<file path="src/rtl/core/dapqm_pkg.sv">
package dapqm_pkg;

  // field widths
  localparam int ANGLE_WIDTH = 16;
  localparam int GAIN_W      = 24;
  localparam int LEVEL_W     = 8;
  localparam int TICKS_W     = 10;
  localparam int FRAC_W      = 24;
  localparam int INTEG_W     = 48;
  localparam int CFG_INDEX_W = 4;
  localparam int CFG_DATA_W  = 24;

  // datapath widths, all exact for the products and sums they carry
  localparam int DIFF_W  = ANGLE_WIDTH + 1;
  localparam int PROD_W  = GAIN_W + 1 + ANGLE_WIDTH;
  localparam int DPROD_W = GAIN_W + 1 + DIFF_W;
  localparam int PD_W    = DPROD_W + 1;
  localparam int ISUM_W  = ((PROD_W > INTEG_W) ? PROD_W : INTEG_W) + 1;
  localparam int U_W     = ((PD_W > INTEG_W) ? PD_W : INTEG_W) + 1;
  localparam int MIX_W   = U_W + 1;
  localparam int V_W     = MIX_W + 1;

  // register reset values
  localparam logic [GAIN_W-1:0]  KP_RESET        = 24'd65536;
  localparam logic [GAIN_W-1:0]  KI_RESET        = 24'd66;
  localparam logic [GAIN_W-1:0]  KD_RESET        = 24'd655360;
  localparam logic [LEVEL_W-1:0] BASE_RESET      = 8'd60;
  localparam logic [LEVEL_W-1:0] MIN_RESET       = 8'd60;
  localparam logic [LEVEL_W-1:0] MAX_RESET       = 8'd102;
  localparam logic [LEVEL_W-1:0] ARM_LEVEL_RESET = 8'd52;
  localparam logic [TICKS_W-1:0] ARM_TICKS_RESET = 10'd300;

  // register indexes
  typedef enum logic [CFG_INDEX_W-1:0] {
    REG_KP        = 4'd0,
    REG_KI        = 4'd1,
    REG_KD        = 4'd2,
    REG_BASE      = 4'd3,
    REG_MIN       = 4'd4,
    REG_MAX       = 4'd5,
    REG_ARM_LEVEL = 4'd6,
    REG_ARM_TICKS = 4'd7
  } cfg_reg_t;

  typedef struct packed {
    logic [GAIN_W-1:0]  kp_gain;
    logic [GAIN_W-1:0]  ki_gain;
    logic [GAIN_W-1:0]  kd_rate_gain;
    logic [LEVEL_W-1:0] base_level;
    logic [LEVEL_W-1:0] min_level;
    logic [LEVEL_W-1:0] max_level;
    logic [LEVEL_W-1:0] arm_level;
    logic [TICKS_W-1:0] arm_ticks;
  } cfg_t;

  typedef struct packed {
    logic signed [ANGLE_WIDTH-1:0] pitch_angle;
    logic signed [ANGLE_WIDTH-1:0] roll_angle;
  } angle_t;

  typedef struct packed {
    logic [LEVEL_W-1:0] motor_rf;
    logic [LEVEL_W-1:0] motor_rb;
    logic [LEVEL_W-1:0] motor_lf;
    logic [LEVEL_W-1:0] motor_lb;
    logic               is_armed;
  } cmd_t;

  // stage load strobes shared by both axes
  typedef struct packed {
    logic s1_load;
    logic s2_load;
    logic s3_load;
    logic s4_load;
  } stage_ctrl_t;

endpackage

</file>
<file path="src/rtl/core/dapqm_axis_pid.sv">
module dapqm_axis_pid (
  input  logic                                   clk,
  input  logic                                   rst,
  input  dapqm_pkg::stage_ctrl_t                 ctrl,
  input  dapqm_pkg::cfg_t                        cfg,
  input  logic signed [dapqm_pkg::ANGLE_WIDTH-1:0] angle,
  output logic signed [dapqm_pkg::U_W-1:0]       u
);

  localparam int INTEG_W = dapqm_pkg::INTEG_W;
  localparam int ISUM_W  = dapqm_pkg::ISUM_W;
  localparam int PD_W    = dapqm_pkg::PD_W;
  localparam int U_W     = dapqm_pkg::U_W;

  localparam logic signed [INTEG_W-1:0] INTEG_MAX = {1'b0, {(INTEG_W-1){1'b1}}};
  localparam logic signed [INTEG_W-1:0] INTEG_MIN = {1'b1, {(INTEG_W-1){1'b0}}};

  logic signed [dapqm_pkg::ANGLE_WIDTH-1:0] last_error;
  logic signed [dapqm_pkg::ANGLE_WIDTH-1:0] e1;
  logic signed [dapqm_pkg::DIFF_W-1:0]      diff1;
  logic signed [dapqm_pkg::PROD_W-1:0]      p2;
  logic signed [dapqm_pkg::PROD_W-1:0]      i2;
  logic signed [dapqm_pkg::DPROD_W-1:0]     d2;
  logic signed [PD_W-1:0]                   pd3;
  logic signed [INTEG_W-1:0]                integ;
  logic signed [INTEG_W-1:0]                integ_next;
  logic signed [ISUM_W-1:0]                 isum;
  logic [ISUM_W-INTEG_W:0]                  isum_hi;
  logic signed [U_W-1:0]                    u4;

  // saturating integrator update
  assign isum    = ISUM_W'(i2) + ISUM_W'(integ);
  assign isum_hi = isum[ISUM_W-1:INTEG_W-1];

  always_comb begin
    if ((&isum_hi) || !(|isum_hi)) begin
      integ_next = isum[INTEG_W-1:0];
    end else if (isum[ISUM_W-1]) begin
      integ_next = INTEG_MIN;
    end else begin
      integ_next = INTEG_MAX;
    end
  end

  // error history and integral state
  always_ff @(posedge clk) begin
    if (rst) begin
      last_error <= '0;
      integ      <= '0;
    end else begin
      if (ctrl.s1_load) begin
        last_error <= angle;
      end
      if (ctrl.s3_load) begin
        integ <= integ_next;
      end
    end
  end

  // pipeline payload: input, products, partial sum, axis output
  always_ff @(posedge clk) begin
    if (ctrl.s1_load) begin
      e1    <= angle;
      diff1 <= dapqm_pkg::DIFF_W'(angle) - dapqm_pkg::DIFF_W'(last_error);
    end
    if (ctrl.s2_load) begin
      p2 <= dapqm_pkg::PROD_W'($signed({1'b0, cfg.kp_gain})) * dapqm_pkg::PROD_W'(e1);
      i2 <= dapqm_pkg::PROD_W'($signed({1'b0, cfg.ki_gain})) * dapqm_pkg::PROD_W'(e1);
      d2 <= dapqm_pkg::DPROD_W'($signed({1'b0, cfg.kd_rate_gain}))
            * dapqm_pkg::DPROD_W'(diff1);
    end
    if (ctrl.s3_load) begin
      pd3 <= PD_W'(p2) + PD_W'(d2);
    end
    if (ctrl.s4_load) begin
      u4 <= U_W'(pd3) + U_W'(integ);
    end
  end

  assign u = u4;

endmodule

</file>
<file path="config.mk">
export PLATFORM = sky130hd
export DESIGN_NAME = dapqm_axis_pid
export DESIGN_NICKNAME = d
export VERILOG_FILES = /design/src/rtl/core/dapqm_pkg.sv /design/src/rtl/core/dapqm_axis_pid.sv
export SDC_FILE = /design/constraint.sdc
export NUM_CORES = 2
export LEC_CHECK = 0
export BUFFER_PORTS_ARGS = -buffer_cell sky130_fd_sc_hd__buf_2
export CAP_MARGIN = 15
export CORE_MARGIN = 10
export CORE_UTILIZATION = 43
export CTS_CLUSTER_SIZE = 20
export DETAILED_ROUTE_END_ITERATION = 12
export GPL_TIMING_DRIVEN = 0
export HOLD_SLACK_MARGIN = 0.08
export PLACE_DENSITY = 0.63
export SYNTH_ARGS = -nofsm -noshare
export SYNTH_HDL_FRONTEND = slang
export SYNTH_SLANG_ARGS = --single-unit
</file>
<file path="constraint.sdc">
create_clock -name clk -period 7.2 [get_ports clk]
set_clock_uncertainty 0.15 [all_clocks]
set_input_delay 1.08 -clock clk [delete_from_list [all_inputs] [get_ports clk]]
set_output_delay 1.08 -clock clk [all_outputs]
set_load 0.02 [all_outputs]
</file>
Yosys cells after proc, flatten, opt, wreduce, memory -nomap -nowiden
Cells that the tools add are included.
Widths: inputs -> output; s select.
{ "totals": {"word_cells": 22, "output_inout_bits": 49, "reg_bits": 313, "in_bits": 136} }
{ "classes": {"multipliers": 3, "mux": 2, "addsub": 4, "n_reduce_logical": 4} }
{ "op_table": {"columns": ["op", "count"], "rows": [
  ["$mux 48", 2],
  ["$mul 25x16->41", 2],
  ["$add 41x48->49", 1],
  ["$add 43x48->49", 1],
  ["$add 41x42->43", 1],
  ["$mul 25x17->42", 1],
  ["$sub 16x16->17", 1],
  ["$reduce_and 2->1", 1],
  ["$reduce_or 2->1", 1],
  ["$logic_not 1->1", 1],
  ["$logic_or 1x1->1", 1]
]} }

Longest topological paths before layout
{ "logic_depth": {"word_depth": 5, "mapped_depth": 26, "ltp_nobuf": 25} }

Worst setup path after synthesis
No wires, ideal clock.
{ "synth_path": {"path_kind": "input -> register", "start": "input port cfg[56] in the netlist's numbering", "end": "register d2[39] in the netlist's numbering (data pin)", "cell_stages": 25, "slack_ps": -352, "path_buffers": 1, "setup_time_ps": 265, "arrival_ps": 7137, "t_required_ps": 6785, "path_cell_list": "clkbuf_1 > nand2_1 > fa_1 > inv_1 > fa_1 > inv_1 > fa_1 > inv_1 > fa_1 > fa_1 > inv_1 > fa_1 > inv_1 > ha_1 > a21oi_1 > o211ai_1 > a31o_1 > a21oi_1 > nor3_1 > nor4_1 > o41ai_1 > a21o_1 > a2111o_1 > and4_1 > or3_1"} }
{ "synth_via": {"elab_chain_len": 1} }
{ "synth_rtl": {"columns": ["element", "line", "rtl"], "rows": [
  ["start, declared", "dapqm_axis_pid.sv:5", "input dapqm_pkg::cfg_t cfg,"],
  ["$mul 25x17->42", "dapqm_axis_pid.sv:70", "* dapqm_pkg::DPROD_W'(diff1);"],
  ["end signal, assigned", "dapqm_axis_pid.sv:69", "d2 <= dapqm_pkg::DPROD_W'($signed({1'b0, cfg.kd_rate_gain}))"],
  ["end, declared", "dapqm_axis_pid.sv:23", "logic signed [dapqm_pkg::DPROD_W-1:0] d2;"]
]} }
No other way between the ends.
A chain may end at the register's enable or synchronous reset.

Worst setup path in the final report
{ "layout_path": {"start": "input port cfg[108] in the netlist's numbering", "end": "register p2[39] in the netlist's numbering (data pin)"} }
{ "layout_via": {"elab_chain_len": 1} }
{ "layout_rtl": {"columns": ["element", "line", "rtl"], "rows": [
  ["$mul 25x16->41", "dapqm_axis_pid.sv:67", "p2 <= dapqm_pkg::PROD_W'($signed({1'b0, cfg.kp_gain})) * dapqm_pkg::PROD_W'(e1);"],
  ["end signal, assigned", "dapqm_axis_pid.sv:67", null],
  ["end, declared", "dapqm_axis_pid.sv:21", "logic signed [dapqm_pkg::PROD_W-1:0] p2;"]
]} }
No other way between the ends.

==> reports/results.ini <==
[finish]
drive_gt1_frac = 0.0935
final_common_cell = inv_1
final_nets = 8121
layout_common_cells = inv_1, fa_1, nand2_1
final_util = 0.487
final_cell_area_sq_um = 64200
syn2layout_area_growth_pct = 12.5
fillers = 12361

[global_route]
grt_pass1_wl_um = 273000
antenna_found_initial = 27
met3_usage = 0.0451
top_usage_layer = met2
grt_max_degree = 100
grt_pass1_vias = 46405
grtUsageMet1 = 0.302
grt_remaining_overflow = 0
grtUsageTotal = 0.240
grt_use_met2 = 0.405

[synthesis]
synth_top_family_by_area = adder cells
synth_ff_type = edfxtp_1
ys_warn_count = 0
synth_compound_area_frac = 0.0946
avgSynthCellArea_sq_um = 9.18
synth_seq_cells = 313
synth-xor-area-share = 0.0366
syn_area_sq_um = 57000
async_reset_ff_frac = 0
syn-num-nets = 7866
synth_cell_types = 82
muxShareOfSynthArea = 0.00334
yosys.area_share.simple = 0.156
synthAdderAreaFrac = 0.459
ys_seq_area_frac = 0.154
synth_edf_count = 249
synthCells = 6213

[placed_design]
dp_worst_setup_slack_ns = -1.35
port_buffers = 141
routabilityCongestion = 0.972
placed_area_sq_um = 60000
hpwl_um = 147000

[floorplanning]
rows = 133
core_area_sq_um = 132000
start_util = 0.433
die_h_um = 384
fp.dieW_um = 384
die_area_sq_um = 148000
io_pins = 185

[worst_setup_path]
cp_data_arrival_time_ns = 7.35
crit_required_ns = 7.35
crit_slowest_cell = fa_1
cpMostUsedCell = fa_1
max_stage_delay_ns = 0.58
critPathTopFamily = adder cells
worstSetupPathType = input pin to flip-flop
path_buf_inv = 5
critPathMaxFanout = 10
critPathLaunchType = input pin
crit_path_cell_trace = buf_2, clkbuf_8, nand2_1, fa_1, fa_1, fa_1, inv_1, fa_1, fa_1, inv_1, fa_1, inv_1, ha_1, a21o_1, a21o_1, a21oi_1, nor2b_1, o21ai_0, a21oi_1, a2111o_1, and3_4, o21a_1, o211ai_1, o311ai_2
endpoint_kind = flip-flop

[cts]
numCtsBuffers = 34
htree_levels = 2
cts_root_buf = clkbuf_16
clock_sinks = 313
cts_tree = yes
clk_latency_ns = 0.59
clockBufferDepth = 3
path_clk_slew_ns = 0.07

[timing]
slew_viol_final = 0
period_share = 1.00
rsz0062_at_grt = true
worst_pin_slew_ns = 1.14
hold_slack_ns = 0.345
max_freq_mhz = 139
slew_headroom = 0.243
hold_viol = 0
post-route-min-period_ns = 7.20
setup_viol_count_final = 0
post-route-worst-setup-slack_ns = 0.00352

[drt]
routed_via_density = 5.38
drt_pass1_iterations = 6
postRouteAntennaNets = 0
num_vias = 44422
drt_iter0_drc = 3467
avgRoutedWirePerCell_um = 21.5
route.detailed.drc = 0
routed_wl_um = 178000

[min_path]
hold_class = flip-flop to flip-flop

[job]
drv_cap = 0

[status]
status = finished clean

[per-stage QoR]
step / setup TNS (ns) / cells
2_1_floorplan: -0.0946 / 6213
3_3_place_gp: -39.59 / 8109
3_5_place_dp: -42.62 / 8111
4_1_cts: -0.0108 / 8231
5_1_grt: -0.338 / 8252
6_report: 0 / 8258
[synthesized netlist by cell type, types with 12 or more instances]
| cell | instances | area [sq um] |
|---|---|---|
| and2_1 | 545 | 3410 |
| and3_1 | 27 | 169 |
| o21a_1 | 33 | 248 |
| nand2_1 | 719 | 2700 |
| nor2_1 | 244 | 916 |
| nand3_1 | 50 | 250 |
| a21oi_1 | 254 | 1270 |
| a211oi_1 | 24 | 180 |
| a21boi_0 | 15 | 113 |
| fa_1 | 945 | 18900 |
| nor2b_1 | 38 | 238 |
| nor3_1 | 34 | 170 |
| a31oi_1 | 14 | 87.6 |
| xor2_1 | 81 | 709 |
| nand4_1 | 31 | 194 |
| dfxtp_1 | 64 | 1280 |
| clkbuf_1 | 233 | 875 |
| inv_1 | 1229 | 4610 |
| nand2b_1 | 69 | 432 |
| xnor2_1 | 157 | 1380 |
| edfxtp_1 | 249 | 7480 |
| o21bai_1 | 41 | 308 |
| ha_1 | 572 | 7160 |
| o22ai_1 | 12 | 75.1 |
| a311oi_1 | 32 | 280 |
| o211ai_1 | 15 | 113 |
| a21o_1 | 137 | 1030 |
| o21ai_0 | 155 | 776 |
| mux2i_1 | 19 | 190 |
[cell type report]
type | instances | area (sq um) | area share
clock inverters | 21 | 299 | 0.00466
repair buffers | 231 | 1700 | 0.0264
diodes | 9 | 22.5 | 0.000351
plain buffers | 237 | 2360 | 0.0368
well taps | 1755 | 2200 | 0.0342
inverters | 1229 | 4620 | 0.0720
clock buffers | 41 | 887 | 0.0138
multi-input cells | 4422 | 43300 | 0.675
flip-flops and latches | 313 | 8760 | 0.136
[worst reg2reg max path, stage by stage, from the launching register on]
cell	delay, ns
edfxtp_1	0.42
buf_12	0.17
clkbuf_8	0.20
clkbuf_8	0.19
nand2_1	0.08
fa_2	0.49
fa_1	0.53
fa_1	0.52
inv_1	0.06
fa_1	0.50
fa_1	0.49
inv_1	0.05
fa_1	0.58
inv_1	0.07
ha_1	0.34
a21o_1	0.18
a21o_1	0.17
a21oi_1	0.16
nor2b_1	0.06
o21ai_0	0.17
a21oi_1	0.15
a2111o_1	0.43
and3_4	0.19
o21a_1	0.19
o211ai_1	0.20
o311ai_2	0.14
[routing by layer]
| layer | vias up | part of all wire |
|---|---|---|
| met3 | 451 | 0.078 |
| met2 | 1683 | 0.47 |
| met1 | 22223 | 0.40 |
| li1 | 20039 | - |
| met4 | 26 | 0.050 |
| met5 | - | 0.0010 |
[worst paths after layout]
check	start	depth (start not counted)	slack [ns]	end
worst max-delay path	cfg[108]	24	0.004	p2[39]
worst min-delay path	last_error[14]	2	0.35	last_error[14]
worst max register to register	e1[3]	25	0.04	p2[39]
worst min register to register	last_error[14]	2	0.35	last_error[14]
[registers in the layout, summed over array words and instances, names as in the netlist]
register / cells
u: 49
integ: 48
pd3: 43
d2: 42
i2: 41
p2: 41
diff1: 17
e1: 16
last_error: 16
[logic make-up (layout without fill, tap and decap cells)]
group | count (synthesis) | after routing
xor+xnor | 238 | 238
simple gates | 1811 | 1811
flops | 313 | 313
compound gates | 830 | 830
mux | 19 | 19
buf+inv | 1478 | 1759
fa+ha+maj | 1524 | 1524
other cells | 0 | 9
[timing repair]
action / 4_1_cts / 5_1_grt
gates resized for setup: 479 / 193
hold buffers: 0 / 0
pin swaps: 35 / 54
endpoints found under the hold margin: 0 / 0
gates cloned: 1 / 1
setup buffers: 63 / 22
endpoints found under the setup margin: 62 / 19
Power is not shown: default switching activity piles up to over one toggle a cycle in this logic, so the estimate is an artifact.
